$ cat src/design/rx_fifo_xon_xoff_flow_control_macros.svh
// Assertion macros used by the receive FIFO top-level design file.
`ifndef RX_FIFO_XON_XOFF_FLOW_CONTROL_MACROS_SVH
`define RX_FIFO_XON_XOFF_FLOW_CONTROL_MACROS_SVH

// The condition must hold at every clock edge outside reset.
`define RXFC_ASSERT_ALWAYS(lbl, clk, rst, cond) \
  lbl: assert property (@(posedge clk) disable iff (rst) (cond)) \
    else $error("rxfc invariant violated");

// When the trigger holds, the consequence must hold in the next cycle.
`define RXFC_ASSERT_NEXT(lbl, clk, rst, trig, cons) \
  lbl: assert property (@(posedge clk) disable iff (rst) (trig) |=> (cons)) \
    else $error("rxfc next-cycle check failed");

`endif

$ cat src/design/rxfc_pkg.sv
`timescale 1ns / 1ps
package rxfc_pkg;

  localparam int FIFO_DEPTH = 32;
  localparam int CNT_W      = 6;
  localparam int BYTE_W     = 8;

  localparam logic [CNT_W-1:0] XOFF_LEVEL_RST = CNT_W'(16);
  localparam logic [CNT_W-1:0] XON_LEVEL_RST  = CNT_W'(8);

  typedef enum logic {
    OP_PUSH = 1'b0,
    OP_POP  = 1'b1
  } opcode_t;

  typedef enum logic {
    REG_XOFF_LEVEL = 1'b0,
    REG_XON_LEVEL  = 1'b1
  } reg_index_t;

  typedef enum logic {
    FLOW_XON  = 1'b0,
    FLOW_XOFF = 1'b1
  } flow_code_t;

  typedef struct packed {
    logic              opcode;
    logic [BYTE_W-1:0] data_in;
  } req_item_t;

  typedef struct packed {
    logic [BYTE_W-1:0] data_out;
    logic              data_valid;
    logic              empty_flag;
    logic              overflow_flag;
    logic              flow_send;
    logic              flow_code;
    logic [CNT_W-1:0]  fill_level;
  } rsp_item_t;

  // Command broadcast to every storage cell.
  typedef struct packed {
    logic              push;
    logic              pop;
    logic [BYTE_W-1:0] data;
  } cell_ctl_t;

endpackage

$ cat src/design/rx_fifo_xon_xoff_flow_control.sv
`timescale 1ns / 1ps
// Receive byte FIFO with XON/XOFF flow control requests.
// The req channel carries one item per handshake: opcode 0 pushes data_in,
// opcode 1 pops the oldest byte. Every accepted item yields exactly one item
// on the rsp channel with the popped byte, status flags, an optional flow
// control request (XOFF when a push sees the count at or above the upper
// limit, XON when a pop drops it below the lower limit) and the new count.
// The user must write the limits on the cfg port only while no item is in
// flight; the block itself does not enforce this. Storage is a row of byte
// cells that shift toward the head on every pop; a push fills the first
// free cell behind the occupied ones. The result is registered at the edge
// that accepts the item. The block takes one item per cycle while rsp_ready
// stays high. When the receiver stalls, the held result blocks req_ready
// until it is taken. Synchronous reset empties the FIFO, returns to the XON
// state and loads the limit defaults 16 and 8; no clearing pass is needed.
module rx_fifo_xon_xoff_flow_control import rxfc_pkg::*; (
  input  logic             clk,
  input  logic             rst,
  input  logic             req_valid,
  output logic             req_ready,
  input  req_item_t        req,
  output logic             rsp_valid,
  input  logic             rsp_ready,
  output rsp_item_t        rsp,
  input  logic             cfg_we,
  input  logic             cfg_index,
  input  logic [CNT_W-1:0] cfg_data
);

`include "rx_fifo_xon_xoff_flow_control_macros.svh"

  logic                  accept;
  cell_ctl_t             cell_ctl;
  logic [CNT_W-1:0]      count;
  logic [FIFO_DEPTH-1:0] occ;
  logic [FIFO_DEPTH-1:0] occ_prev;
  logic [FIFO_DEPTH-1:0] occ_next;
  logic [BYTE_W-1:0]     cell_data [FIFO_DEPTH];
  logic [BYTE_W-1:0]     cell_next [FIFO_DEPTH];

  assign req_ready = !rsp_valid || rsp_ready;
  assign accept    = req_valid && req_ready;

  assign occ_prev = {occ[FIFO_DEPTH-2:0], 1'b1};
  assign occ_next = {1'b0, occ[FIFO_DEPTH-1:1]};

  genvar i;
  generate
    for (i = 0; i < FIFO_DEPTH; i++) begin : g_cell
      if (i == FIFO_DEPTH - 1) begin : g_last
        assign cell_next[i] = '0;
      end else begin : g_mid
        assign cell_next[i] = cell_data[i+1];
      end

      rxfc_cell u_cell (
        .clk       (clk),
        .rst       (rst),
        .ctl       (cell_ctl),
        .prev_occ  (occ_prev[i]),
        .next_occ  (occ_next[i]),
        .next_data (cell_next[i]),
        .occ       (occ[i]),
        .data      (cell_data[i])
      );
    end
  endgenerate

  rxfc_ctrl u_ctrl (
    .clk       (clk),
    .rst       (rst),
    .accept    (accept),
    .req       (req),
    .head_data (cell_data[0]),
    .rsp_ready (rsp_ready),
    .cfg_we    (cfg_we),
    .cfg_index (cfg_index),
    .cfg_data  (cfg_data),
    .cell_ctl  (cell_ctl),
    .count     (count),
    .rsp_valid (rsp_valid),
    .rsp       (rsp)
  );

  // The occupied cells always form an unbroken run from the head.
  `RXFC_ASSERT_ALWAYS(a_occ_prefix, clk, rst, ((occ >> 1) & ~occ) == '0)
  `RXFC_ASSERT_ALWAYS(a_count_match, clk, rst, $countones(occ) == 32'(count))
  `RXFC_ASSERT_ALWAYS(a_count_range, clk, rst, count <= CNT_W'(FIFO_DEPTH))
  `RXFC_ASSERT_NEXT(a_pop_level, clk, rst, accept && req.opcode == OP_POP && count != '0,
    rsp.data_valid && rsp.fill_level == $past(count) - CNT_W'(1))

endmodule

$ cat src/design/rxfc_cell.sv
`timescale 1ns / 1ps
module rxfc_cell import rxfc_pkg::*; (
  input  logic              clk,
  input  logic              rst,
  input  cell_ctl_t         ctl,
  input  logic              prev_occ,
  input  logic              next_occ,
  input  logic [BYTE_W-1:0] next_data,
  output logic              occ,
  output logic [BYTE_W-1:0] data
);

  logic load;

  // The tail cell is the first free one behind an occupied neighbor, or the head cell when all are free.
  assign load = ctl.push && !occ && prev_occ;

  always_ff @(posedge clk) begin
    if (rst) begin
      occ <= 1'b0;
    end else if (ctl.pop) begin
      occ <= next_occ;
    end else if (load) begin
      occ <= 1'b1;
    end
  end

  always_ff @(posedge clk) begin
    if (ctl.pop) begin
      data <= next_data;
    end else if (load) begin
      data <= ctl.data;
    end
  end

endmodule

$ cat src/design/rxfc_ctrl.sv
`timescale 1ns / 1ps
module rxfc_ctrl import rxfc_pkg::*; (
  input  logic              clk,
  input  logic              rst,
  input  logic              accept,
  input  req_item_t         req,
  input  logic [BYTE_W-1:0] head_data,
  input  logic              rsp_ready,
  input  logic              cfg_we,
  input  logic              cfg_index,
  input  logic [CNT_W-1:0]  cfg_data,
  output cell_ctl_t         cell_ctl,
  output logic [CNT_W-1:0]  count,
  output logic              rsp_valid,
  output rsp_item_t         rsp
);

  logic [CNT_W-1:0] xoff_level;
  logic [CNT_W-1:0] xon_level;
  logic             xoff;
  logic [CNT_W-1:0] count_next;
  logic             xoff_next;
  logic [CNT_W-1:0] count_dec;
  logic             push_req;
  logic             pop_req;
  logic             push_ok;
  logic             pop_ok;
  logic             full;
  logic             xoff_hit;
  logic             xon_hit;
  rsp_item_t        rsp_next;

  assign push_req  = accept && (req.opcode == OP_PUSH);
  assign pop_req   = accept && (req.opcode == OP_POP);
  assign full      = (count == CNT_W'(FIFO_DEPTH));
  assign push_ok   = push_req && !full;
  assign pop_ok    = pop_req && (count != '0);
  assign count_dec = count - CNT_W'(1);

  // The XOFF check looks at the count from before the push, even when the
  // byte is then dropped.
  assign xoff_hit = push_req && (count >= xoff_level) && !xoff;
  assign xon_hit  = pop_ok && (count_dec < xon_level) && xoff;

  always_comb begin
    count_next = count;
    if (push_ok) begin
      count_next = count + CNT_W'(1);
    end else if (pop_ok) begin
      count_next = count_dec;
    end
  end

  always_comb begin
    xoff_next = xoff;
    if (xoff_hit) begin
      xoff_next = 1'b1;
    end else if (xon_hit) begin
      xoff_next = 1'b0;
    end
  end

  always_comb begin
    rsp_next               = '0;
    rsp_next.data_out      = pop_ok ? head_data : '0;
    rsp_next.data_valid    = pop_ok;
    rsp_next.empty_flag    = pop_req && !pop_ok;
    rsp_next.overflow_flag = push_req && full;
    rsp_next.flow_send     = xoff_hit || xon_hit;
    rsp_next.flow_code     = xoff_hit ? FLOW_XOFF : FLOW_XON;
    rsp_next.fill_level    = count_next;
  end

  assign cell_ctl.push = push_ok;
  assign cell_ctl.pop  = pop_ok;
  assign cell_ctl.data = req.data_in;

  always_ff @(posedge clk) begin
    if (rst) begin
      count     <= '0;
      xoff      <= 1'b0;
      rsp_valid <= 1'b0;
    end else begin
      count <= count_next;
      xoff  <= xoff_next;
      if (accept) begin
        rsp_valid <= 1'b1;
      end else if (rsp_ready) begin
        rsp_valid <= 1'b0;
      end
    end
  end

  always_ff @(posedge clk) begin
    if (accept) begin
      rsp <= rsp_next;
    end
  end

  always_ff @(posedge clk) begin
    if (rst) begin
      xoff_level <= XOFF_LEVEL_RST;
      xon_level  <= XON_LEVEL_RST;
    end else if (cfg_we) begin
      case (cfg_index)
        REG_XOFF_LEVEL: xoff_level <= cfg_data;
        REG_XON_LEVEL:  xon_level  <= cfg_data;
        default: ;
      endcase
    end
  end

endmodule

$ cat config.mk
export PLATFORM = sky130hd
export DESIGN_NAME = rx_fifo_xon_xoff_flow_control
export DESIGN_NICKNAME = d
export VERILOG_FILES = /design/src/design/rxfc_pkg.sv /design/src/design/rx_fifo_xon_xoff_flow_control.sv /design/src/design/rxfc_cell.sv /design/src/design/rxfc_ctrl.sv
export VERILOG_INCLUDE_DIRS = /design/src /design/src/design
export SDC_FILE = /design/constraint.sdc
export NUM_CORES = 1
export LEC_CHECK = 0
export BUFFER_PORTS_ARGS = -buffer_cell sky130_fd_sc_hd__buf_2
export CORE_ASPECT_RATIO = 1.1
export CORE_MARGIN = 1.5
export CORE_UTILIZATION = 25
export CTS_CLUSTER_DIAMETER = 200
export DETAILED_ROUTE_END_ITERATION = 10
export PLACE_DENSITY_LB_ADDON = 0.1
export SYNTH_ARGS = -nofsm -noshare
export SYNTH_HDL_FRONTEND = slang
export SYNTH_SLANG_ARGS = --single-unit
$ cat constraint.sdc
create_clock -name clk -period 3.1 [get_ports clk]
set_input_delay 0.155 -clock clk [delete_from_list [all_inputs] [get_ports clk]]
set_output_delay 0.155 -clock clk [all_outputs]
set_load 0.005 [all_outputs]
Word level (Yosys, flattened, before mapping). Cells that the tools add are included.

Output and inout bits: 21. Register bits: 327. Input port bits: 21.

Reduce and logical (&&, ||, !) cells: 149. Eq/ne operators: 1. Add/sub/neg operators: 2. Muxes and demuxes: 131. $lt $le $gt $ge: 2. Bitwise logic cells: 2.

Operators with widths (number): two-way mux 8 bit (62); logical AND 1 bit (74); two-way mux 1 bit (67); nonzero test 2 bit (33); zero test 1 bit (36); two-way mux 6 bit (2); adder 6 x 1 -> 6 bit (second input constant) (1); == test 6 bit (second input constant) (1); greater-or-equal comparator 6 bit (1); less-than comparator 6 bit (1); nonzero test 6 bit (1); subtractor 6 x 1 -> 6 bit (second input constant) (1); AND reduction 2 bit (2); logical OR 1 bit (2); inverter 1 bit (2); OR reduction 2 bit (1).

Longest topological paths before layout. Gate-level depths: netlist of the first run.

Depth in word-level cells: 9. Mapped depth: 11.

Cells and area by module. A second synthesis of the first run with hierarchy kept.

Cell total of the unflattened synthesis: 951. Area total of the unflattened synthesis: 14730.4 sq um.

Modules (own cells, without submodules): rxfc_cell (area each 395.4 sq um, cells an instance 23, seq. area each 260.2 sq um, times used 32); rxfc_ctrl (area each 2048.2 sq um, cells an instance 211, seq. area each 970.9 sq um, times used 1); rx_fifo_xon_xoff_flow_control (area each 30.0 sq um, cells an instance 4, seq. area each 0.0 sq um, times used 1).

Worst setup path after synthesis of the first run. OpenSTA, ideal clock, no wires.

Path type: reg2reg. Start point: reg u_ctrl.count[0]. End point: reg g_cell[10].u_cell.data[0], enable pin. Setup slack: 0.264 ns. Buffers on the path: 1. Stages on the path, launching flop included: 8. Data arrival time: 2.452 ns. Data required time: 2.716 ns. Cells stage by stage: dfxtp_1 -> inv_1 -> ha_1 -> nor4b_1 -> a2111oi_2 -> clkbuf_1 -> nand2_1 -> o21ai_0.

Longest elaborated chain between the ends: 6. Elaborated cells on any way between the ends: 8. Classes of those cells: 1 x eq/ne; 7 x reduce/logical.

RTL lines: start: declaration (RTL line rxfc_ctrl.sv:13) `output logic [CNT_W-1:0] count,`; start signal: assignment (RTL line rxfc_ctrl.sv:84) `count <= count_next;`; == test 6 bit (RTL line rxfc_ctrl.sv:35) `assign full = (count == CNT_W'(FIFO_DEPTH));`; zero test 1 bit (RTL line rxfc_ctrl.sv:36) `assign push_ok = push_req && !full;`; logical AND 1 bit (RTL line rxfc_ctrl.sv:36); logical AND 1 bit (2 in a row) (RTL line rxfc_cell.sv:16) `assign load = ctl.push && !occ && prev_occ;`; nonzero test 2 bit (no source line) *; end signal: assignment (RTL line rxfc_cell.sv:30) `data <= next_data;`; end signal: assignment (RTL line rxfc_cell.sv:32) `data <= ctl.data;`; end: declaration (RTL line rxfc_cell.sv:10) `output logic [BYTE_W-1:0] data`.

Mark *: on every way between the ends. The rest lies on a longest branch, timed or not. A chain may end at the register's enable or synchronous reset.

Worst setup path after layout of the first run.
Start point: reg u_ctrl.count[0]. End point: reg g_cell[7].u_cell.data[4] (data pin).

Longest elaborated chain between the ends: 3.

RTL lines: nonzero test 6 bit (RTL line rxfc_ctrl.sv:37) `assign pop_ok = pop_req && (count != '0);`; logical AND 1 bit (RTL line rxfc_ctrl.sv:37); two-way mux 8 bit (RTL line rxfc_cell.sv:29) `if (ctl.pop) begin`; end signal: assignment (RTL line rxfc_cell.sv:30); end signal: assignment (RTL line rxfc_cell.sv:32); end: declaration (RTL line rxfc_cell.sv:10).

No other way between the ends.

==> results.py, run 1 <==
metrics = {
    "outcome": {
        "status": "finished, final reports clean",
    },
    "setup_path": {
        "crit_path_start_kind": "register",
        "critical_path.reg2reg.startpoint": "u_ctrl.count[0]",
        "critPathLaunch": "u_ctrl.count[0]",
        "crit_type": "reg -> reg",
        "path_max_fanout": 95,
        "crit_required_ns": 3.39,
        "cp.arrival_ns": 3.02,
        "cp-end-kind": "register",
    },
    "placement": {
        "gp_congestion": 0.7317,
        "numPortBuffers": 41,
        "dpl_worst_slack_ns": 0.3484,
        "hpwl_mm": 19.85,
    },
    "logic_synthesis": {
        "synthMuxAreaShare_pct": 0.2325,
        "synth-seq-area-share_pct": 68.53,
        "synth_seq_cells": 327,
        "ys.flop_type": "edfxtp_1",
        "yosysUniqueCellTypes": 51,
        "syn_nets": 1289,
        "synth-xor-area-share_pct": 0.2604,
        "synth_area_per_cell_um2": 10.73,
        "ys_warn_count": 0,
        "synth_compound_area_share_pct": 6.027,
        "synth_top_family_by_area": "simple AND/OR/NAND/NOR gates",
        "synthArstFlopShare_pct": 0,
        "synthCells": 1254,
        "synth_edf_count": 267,
        "yosys.area_share.simple_pct": 19.77,
        "synthesis.area_um2": 13450,
        "synthAdderAreaFrac_pct": 1.302,
    },
    "finish": {
        "finalNetCount": 1367,
        "syn2layout_area_growth_pct": 18.95,
        "drive_gt1_share_pct": 11.83,
        "antenna_cells": 0,
    },
    "run": {
        "maxCapViolations": 0,
    },
    "pwr": {
        "clockPowerShare_pct": 39.3,
        "p_sw_share_pct": 25.64,
        "p_int_mw": 8.313,
        "cellPowerDensity_nw_per_um2": 698.7,
        "p_seq_share_pct": 48.7,
        "worst_ir_drop_vdd_v": 0.0004345,
        "combPwrFrac_pct": 12.0,
        "power_leakage_nw": 6.072,
        "p_sw_mw": 2.866,
        "power.total_mw": 11.18,
    },
    "cts": {
        "post_cts_resized": 0,
        "clock-sinks": 327,
        "post_cts_buffers": 0,
        "holdBufCountCts": 17,
        "ctsHtreeMaxLevel": 2,
        "cts_tree": "done",
        "path_clk_slew_ns": 0.06,
        "clock-root-buffer": "clkbuf_16",
        "clock_latency_ns": 0.56,
        "cts_buffer_depth": 3,
        "cts_inserted_buffers": 38,
    },
    "global_route": {
        "grt_pass1_wl_mm": 51.98,
        "grt_max_degree": 96,
        "grt.total_usage_pct": 12.02,
        "overflow": 0,
        "antenna_found_initial": 0,
        "grt_pass1_vias": 9167,
    },
    "sta": {
        "hold-worst-slack_ns": 0.08271,
        "timing.final.crit_share_pct": 88.07,
        "setup_viol": 0,
        "slew_headroom_pct": 41.96,
        "worstMarginPinSlew_ns": 0.8647,
        "skew_ns": 0.02141,
        "period_needed_ns": 2.730,
        "slew_viol_final": 0,
        "hold_viol": 0,
        "fin_setup_tns_ns": 0,
        "rsz0062_at_grt": "false",
        "fmax_mhz": 366.3,
        "fin_ws_ns": 0.3698,
    },
    "die": {
        "io_pins": 42,
        "rows": 88,
        "die_h_um": 246.3,
        "start_util_pct": 25.45,
        "coreArea_um2": 52850,
        "fp.dieW_um": 224.2,
        "dieArea_um2": 55210,
    },
    "drt": {
        "initialDrtViolationCount": 439,
        "dr_total_vias": 8830,
        "vias_per_cell": 4.337,
        "remaining_drc_errors": 0,
        "dr.pass1.iters": 5,
        "ant_nets": 0,
        "wl_per_cell_um": 15.73,
        "routed_wl_mm": 32.03,
    },
    "min_path": {
        "worstHoldStart": "req_valid",
        "hp-class": "in -> reg",
    },
}
[flip-flops by register name (all words and copies together), names as in the netlist]
name,count
u_ctrl.rsp_valid,1
u_ctrl.rsp,19
g_cell.u_cell.data,256
u_ctrl.xoff_level,6
u_ctrl.count,6
u_ctrl.xoff,1
u_ctrl.xon_level,6
g_cell.u_cell.occ,32
[worst max-delay path, stage by stage, from the launching register on]
cell	delay [ns]
dfxtp_1	0.31
inv_1	0.11
ha_1	0.18
or4b_1	0.59
o2111ai_4	0.47
inv_8	0.31
buf_12	0.30
nand2_1	0.10
nand2_1	0.07
[metal layers]
layer / share of wire (%) / vias to the layer above / GRT usage [%]
li1: - / 4386 / -
met1: 47 / 4288 / 15.86
met2: 47 / 102 / 19.46
met3: 3.2 / 54 / 2.421
met4: 3.0 / 0 / 4.452
met5: 0 / - / 0
[worst paths after layout]
kind / endpoint / slack, ns / depth (start not counted)
worst min register to register: u_ctrl.xon_level[1] / 0.45 / 2
worst max-delay path: g_cell[7].u_cell.data[4] / 0.37 / 8
worst min-delay path: u_ctrl.rsp_valid / 0.08 / 3
worst max register to register: g_cell[7].u_cell.data[4] / 0.37 / 8
[final cells by class]
cell class	instances	area (um^2)
inverter	21	86.33
fill	5559	36850
sequential	327	9219
clock buffer	52	1065
tap	675	844.6
clock inverter	17	137.6
timing repair buffer	121	923.4
multi-input combinational	823	3725
[cells in the mapped netlist, types with 4 or more instances]
library cell,number,area [um^2]
nor2b_1,5,31.28
o211ai_1,4,30.03
nor2_1,76,285.3
buf_2,32,160.2
dfxtp_1,60,1201
a21oi_1,30,150.1
nand2_1,548,2057
clkbuf_1,34,127.6
buf_1,5,18.77
ha_1,14,175.2
inv_1,19,71.32
nor3_1,6,30.03
and2_1,8,50.05
edfxtp_1,267,8018
a211oi_1,32,240.2
nand3_1,16,80.08
buf_6,12,135.1
o21ai_0,39,195.2
[power by group through the flow]
stage,registers [mW],logic [mW],clock network (mW)
floorplan,5.49,0.878,0
global placement,5.55,1.36,0
global route,5.49,1.54,4.73
detailed placement,5.54,1.37,0
CTS,5.45,1.39,4.58
finish,5.44,1.34,4.40
[cell families after synthesis]
| logic type | Yosys count |
|---|---|
| simple gates | 677 |
| flops | 327 |
| compound gates | 125 |
| buf+inv | 104 |
| fa+ha+maj | 14 |
| xor+xnor | 4 |
| mux | 3 |
[stage by stage]
stage | utilization [%] | cell area [um^2] | instances
after floorplan | - | 13450 | 1254
final | 30.27 | 16000 | 2036
after detailed placement | 27.68 | 14630 | 1950
after global routing | 30.27 | 16000 | 2036
after CTS | 30.27 | 16000 | 2036
after global placement | 27.68 | 14630 | 1950
[cells in the final DEF, fill, tap and decap left out, types with 6 or more instances in the layout]
cell type and n:
dlygate4sd3_1 17, a211oi_1 32, dfxtp_1 60, a21oi_1 30, and2_1 8, clkbuf_16 39
nor3_1 6, nand3_1 16, buf_4 57, clkinv_1 11, edfxtp_1 267, nand2_1 548
buf_2 41, o21ai_0 38, nor2_1 76, clkbuf_1 9, inv_1 19, ha_1 14
buf_12 6
No activity file was read; power rests on OpenSTA's default activity.
==> run 2, diff against run 1 <==
==> constraint.sdc (replaced) <==
create_clock -name clk -period 3.1 [get_ports clk]
set_input_delay 0.31 -clock clk [delete_from_list [all_inputs] [get_ports clk]]
set_output_delay 0.31 -clock clk [all_outputs]
set_load 0.005 [all_outputs]
==> results.py, run 2 (synthesized netlist as in run 1, its figures left out) <==
metrics = {
    "setup_path": {
        "path_max_fanout": 9,
        "cp-end-kind": "register",
        "cp.buffers_inverters": 2,
        "crit_required_ns": 3.26,
        "cp.arrival_ns": 2.98,
        "worstPathCellList": "inv_1, ha_1, nor4b_1, a2111oi_4, buf_12, nand2_1, o21ai_0",
        "crit_path_start_kind": "register",
        "crit_type": "reg -> reg",
        "crit_slowest_cell": "o21ai_0",
        "cpLargestDelayFamily": "compound AO/OA/AOI/OAI gates",
        "cp_slowest_stage_delay_ns": 0.90,
    },
    "drt": {
        "ant_nets": 0,
        "initialDrtViolationCount": 427,
        "vias_per_cell": 4.393,
        "wl_per_cell_um": 15.63,
        "routed_wl_mm": 31.75,
        "remaining_drc_errors": 0,
        "dr.pass1.iters": 4,
        "dr_total_vias": 8922,
    },
    "sta": {
        "slew_headroom_pct": 21.40,
        "fin_setup_tns_ns": 0,
        "hold_viol": 0,
        "period_needed_ns": 2.820,
        "setup_viol": 0,
        "fmax_mhz": 354.7,
        "worstMarginPinSlew_ns": 1.167,
        "rsz0062_at_grt": "false",
        "timing.final.crit_share_pct": 90.95,
        "skew_ns": 0.01778,
        "slew_viol_final": 0,
    },
    "die": {
        "coreArea_um2": 52850,
        "start_util_pct": 25.45,
        "fp.dieW_um": 224.2,
        "rows": 88,
        "die_h_um": 246.3,
        "io_pins": 42,
        "dieArea_um2": 55210,
    },
    "finish": {
        "final_cell_mix": "nand2_1, edfxtp_1, nor2_1",
        "drive_gt1_share_pct": 11.65,
        "final_cells": 2031,
        "final_cell_area_um2": 15930,
        "finalNetCount": 1360,
        "nFillCells": 5549,
        "largest_reg_flops": 256,
        "final_common_cell": "nand2_1",
        "syn2layout_area_growth_pct": 18.39,
        "largest_register": "g_cell.u_cell.data",
        "reg.largest.list": "g_cell.u_cell.data (256), g_cell.u_cell.occ (32), u_ctrl.rsp (19)",
        "antenna_cells": 0,
    },
    "placement": {
        "dp.cells": 1949,
        "numPortBuffers": 41,
        "hpwl_mm": 19.55,
        "gp_congestion": 0.7481,
        "place_area_um2": 14660,
    },
    "min_path": {
        "hp-class": "in -> reg",
    },
    "global_route": {
        "grt_max_degree": 107,
        "grt.total_usage_pct": 11.88,
        "antenna_found_initial": 0,
        "grt_pass1_vias": 8989,
        "grt_pass1_wl_mm": 51.48,
        "overflow": 0,
    },
    "cts": {
        "clock_latency_ns": 0.55,
        "cts_tree": "done",
        "clock-root-buffer": "clkbuf_16",
        "cts_inserted_buffers": 39,
        "cts_buffer_depth": 3,
        "ctsHtreeMaxLevel": 2,
        "path_clk_slew_ns": 0.06,
        "clock-sinks": 327,
    },
    "outcome": {
        "status": "finished, final reports clean",
    },
    "run": {
        "maxCapViolations": 0,
    },
    "pwr": {
        "power_leakage_nw": 6.040,
        "cellPowerDensity_nw_per_um2": 695.6,
        "worst_ir_drop_vdd_v": 0.0003713,
    },
}
run 2: per-layer routing:
layer  GRT usage (%)  vias to the layer above  share of wire [%]
met5               0                        -                  0
li1                -                     4375                  -
met3           2.123                       46                3.0
met4           4.511                        0                2.7
met1           16.08                     4405                 47
met2           18.88                       96                 47
run 2: worst reg2reg max path: cells and delay by family (launching register included):
| family | cells | cell delay, ns |
|---|---|---|
| fa+ha+maj | 1 | 0.23 |
| flops | 1 | 0.33 |
| simple gates | 2 | 0.28 |
| buf+inv | 2 | 0.26 |
| compound gates | 2 | 1.33 |
run 2: path summary, 6_finish.rpt:
check / start / to / slack, ns / cells after the start
max: u_ctrl.count[0] / g_cell[25].u_cell.data[0] / 0.28 / 7
min: req[4] / g_cell[31].u_cell.data[4] / 0.07 / 3
max reg2reg: u_ctrl.count[0] / g_cell[25].u_cell.data[0] / 0.28 / 7
min reg2reg: u_ctrl.xon_level[4] / u_ctrl.xon_level[4] / 0.46 / 2
run 2: timing repair:
action                                  4_1_cts  5_1_grt
endpoints found under the setup margin        0        8
hold buffers                                 10        0
resized for setup                             0        1
buffers inserted                              0        0
hold endpoints to repair                     11        0
run 2: power by group:
part / internal [mW] / leakage (nW) / switching [mW]
logic: 0.451 / 2.51 / 0.894
registers: 5.29 / 2.97 / 0.145
clock network: 2.48 / 0.561 / 1.82
total: 8.22 / 6.04 / 2.85
run 2: per-stage QoR:
stage                     power, mW  worst slack, ns  hold slack (ns)  utilization (%)
after floorplan               6.368           0.2641           0.4278                -
after global placement        6.906           0.2843           0.4515            27.73
after detailed placement      6.910           0.2930           0.4538            27.73
after CTS                     11.32           0.2603          0.02427            30.13
after global routing          11.66          0.07374          0.04132            30.13
final                         11.08           0.2804          0.06869            30.13
run 2: final cells by class:
cell class,instances,area (um^2),share of cell area [%]
sequential,327,9219,57.89
multi-input combinational,823,3725,23.39
clock buffer,61,1079,6.772
timing repair buffer,113,883.3,5.547
tap,675,844.6,5.303
clock inverter,11,88.84,0.5578
inverter,21,86.33,0.5421
==> run 3, diff against run 2 <==
--- a/config.mk
+++ b/config.mk
@@ -8,11 +8,12 @@
 export LEC_CHECK = 0
 export BUFFER_PORTS_ARGS = -buffer_cell sky130_fd_sc_hd__buf_2
 export CORE_ASPECT_RATIO = 1.1
-export CORE_MARGIN = 1.5
+export CORE_MARGIN = 2
 export CORE_UTILIZATION = 25
 export CTS_CLUSTER_DIAMETER = 200
 export DETAILED_ROUTE_END_ITERATION = 10
 export PLACE_DENSITY_LB_ADDON = 0.1
+export SKIP_CTS_REPAIR_TIMING = 1
 export SYNTH_ARGS = -nofsm -noshare
 export SYNTH_HDL_FRONTEND = slang
 export SYNTH_SLANG_ARGS = --single-unit
==> results.py, run 3 (synthesized netlist as in run 1, its figures left out) <==
metrics = {
    "drt": {
        "initialDrtViolationCount": 455,
        "dr_total_vias": 8632,
        "wl_per_cell_um": 15.17,
        "dr.pass1.iters": 4,
        "top_layer_used": "met4",
        "met3_length_mm": 1.105,
        "remaining_drc_errors": 0,
        "met2_length_mm": 14.35,
        "m1WireLength_mm": 14.34,
        "ant_nets": 0,
        "vias_per_cell": 4.278,
        "routed_wl_mm": 30.62,
    },
    "cts": {
        "cts_inserted_buffers": 39,
        "clock_latency_ns": 0.55,
        "path_clk_slew_ns": 0.06,
        "clock-sinks": 327,
        "clock-root-buffer": "clkbuf_16",
        "cts_buffer_depth": 3,
        "ctsHtreeMaxLevel": 2,
        "cts_tree": "done",
    },
    "finish": {
        "final_cells": 2018,
        "largest_register": "g_cell.u_cell.data",
        "final_cell_mix": "nand2_1, edfxtp_1, nor2_1",
        "nFillCells": 5592,
        "drive_gt1_share_pct": 11.45,
        "syn2layout_area_growth_pct": 17.78,
        "final_cell_area_um2": 15840,
        "antenna_cells": 0,
        "finalNetCount": 1342,
        "largest_reg_flops": 256,
        "reg.largest.list": "g_cell.u_cell.data (256), g_cell.u_cell.occ (32), u_ctrl.rsp (19)",
        "final_common_cell": "nand2_1",
        "final_util_pct": 29.64,
    },
    "setup_path": {
        "cp_common_cell": "nand2_1",
        "crit_path_start_kind": "register",
        "cp-end-kind": "register",
        "path_max_fanout": 72,
        "cp.arrival_ns": 2.96,
        "cp_slowest_stage_delay_ns": 0.59,
        "crit_slowest_cell": "or4b_1",
        "cpLargestDelayFamily": "simple AND/OR/NAND/NOR gates",
        "cp.buffers_inverters": 3,
        "crit_required_ns": 3.37,
        "crit_type": "reg -> reg",
        "worstPathCellList": "inv_1, ha_1, or4b_1, o2111ai_4, inv_8, buf_12, nand2_1, nand2_1",
    },
    "die": {
        "start_util_pct": 25.17,
        "dieArea_um2": 55680,
        "fp.dieW_um": 225.2,
        "rows": 89,
        "io_pins": 42,
        "coreArea_um2": 53450,
        "die_h_um": 247.3,
    },
    "sta": {
        "hold_viol": 0,
        "worstMarginPinSlew_ns": 0.9160,
        "setup_viol": 0,
        "skew_ns": 0.01699,
        "period_needed_ns": 2.685,
        "fin_setup_tns_ns": 0,
        "rsz0062_at_grt": "false",
        "fin_ws_ns": 0.4155,
        "timing.final.crit_share_pct": 86.60,
        "slew_headroom_pct": 38.07,
        "fmax_mhz": 372.5,
        "slew_viol_final": 0,
        "hold-worst-slack_ns": 0.003800,
    },
    "global_route": {
        "grt_max_degree": 73,
        "grt_pass1_vias": 8817,
        "grt_pass1_wl_mm": 49.90,
        "overflow": 0,
        "grt.total_usage_pct": 11.35,
        "antenna_found_initial": 0,
    },
    "placement": {
        "place_area_um2": 14570,
        "numPortBuffers": 41,
        "dpl_worst_slack_ns": 0.4092,
        "hpwl_mm": 18.68,
        "gp_congestion": 0.7342,
        "dp.cells": 1948,
    },
    "pwr": {
        "power_leakage_nw": 6.001,
        "worst_ir_drop_vdd_v": 0.0003078,
        "cellPowerDensity_nw_per_um2": 715.4,
        "power.total_mw": 11.33,
    },
    "min_path": {
        "hp-class": "in -> reg",
    },
    "outcome": {
        "status": "finished, final reports clean",
    },
    "run": {
        "maxCapViolations": 0,
    },
}
-- run 3: cell count changes in the layout (fill, tap and decap cells not counted), sizes merged --
cell	delta
dlygate4sd3	-10
clkinv	+1
inv	-3
clkbuf	-2
bufinv	+3
clkinvlp	-1
buf	-8
-- run 3: routing by layer --
layer / track usage, % / vias to the layer above
met2: 18.54 / 104
met3: 1.949 / 50
met5: 0 / -
met1: 14.96 / 4148
li1: - / 4330
met4: 4.499 / 0
-- run 3: worst register-to-register path, delay by kind of cell, from the launching register on --
family                     cells  cell delay (ns)
and+or+nand+nor                3             0.79
adders and majority gates      1             0.17
DFF                            1             0.38
buffers and inverters          3             0.69
AOI/OAI and AO/OA              1             0.37
-- run 3: worst paths after layout --
path	depth (start not counted)	to	slack (ns)	start
setup reg to reg	8	g_cell[7].u_cell.data[6]	0.42	u_ctrl.count[0]
hold / removal	2	u_ctrl.xoff_level[4]	0.004	cfg_data[4]
setup / recovery	8	g_cell[7].u_cell.data[6]	0.42	u_ctrl.count[0]
hold reg to reg	2	u_ctrl.xon_level[2]	0.45	u_ctrl.xon_level[2]
-- run 3: where the power goes --
group | internal (mW) | switching (mW)
sequential | 5.29 | 0.155
combinational | 0.421 | 0.853
clock | 2.82 | 1.79
total | 8.54 | 2.80
-- run 3: cell type report --
class	instances	area (um^2)	area share, %
Clock buffer	59	1124	7.092
Clock inverter	11	150.1	0.9477
Inverter	21	86.33	0.5449
Multi-Input combinational cell	823	3725	23.51
Sequential cell	327	9219	58.19
Tap cell	682	853.3	5.386
Timing Repair Buffer	95	685.7	4.328
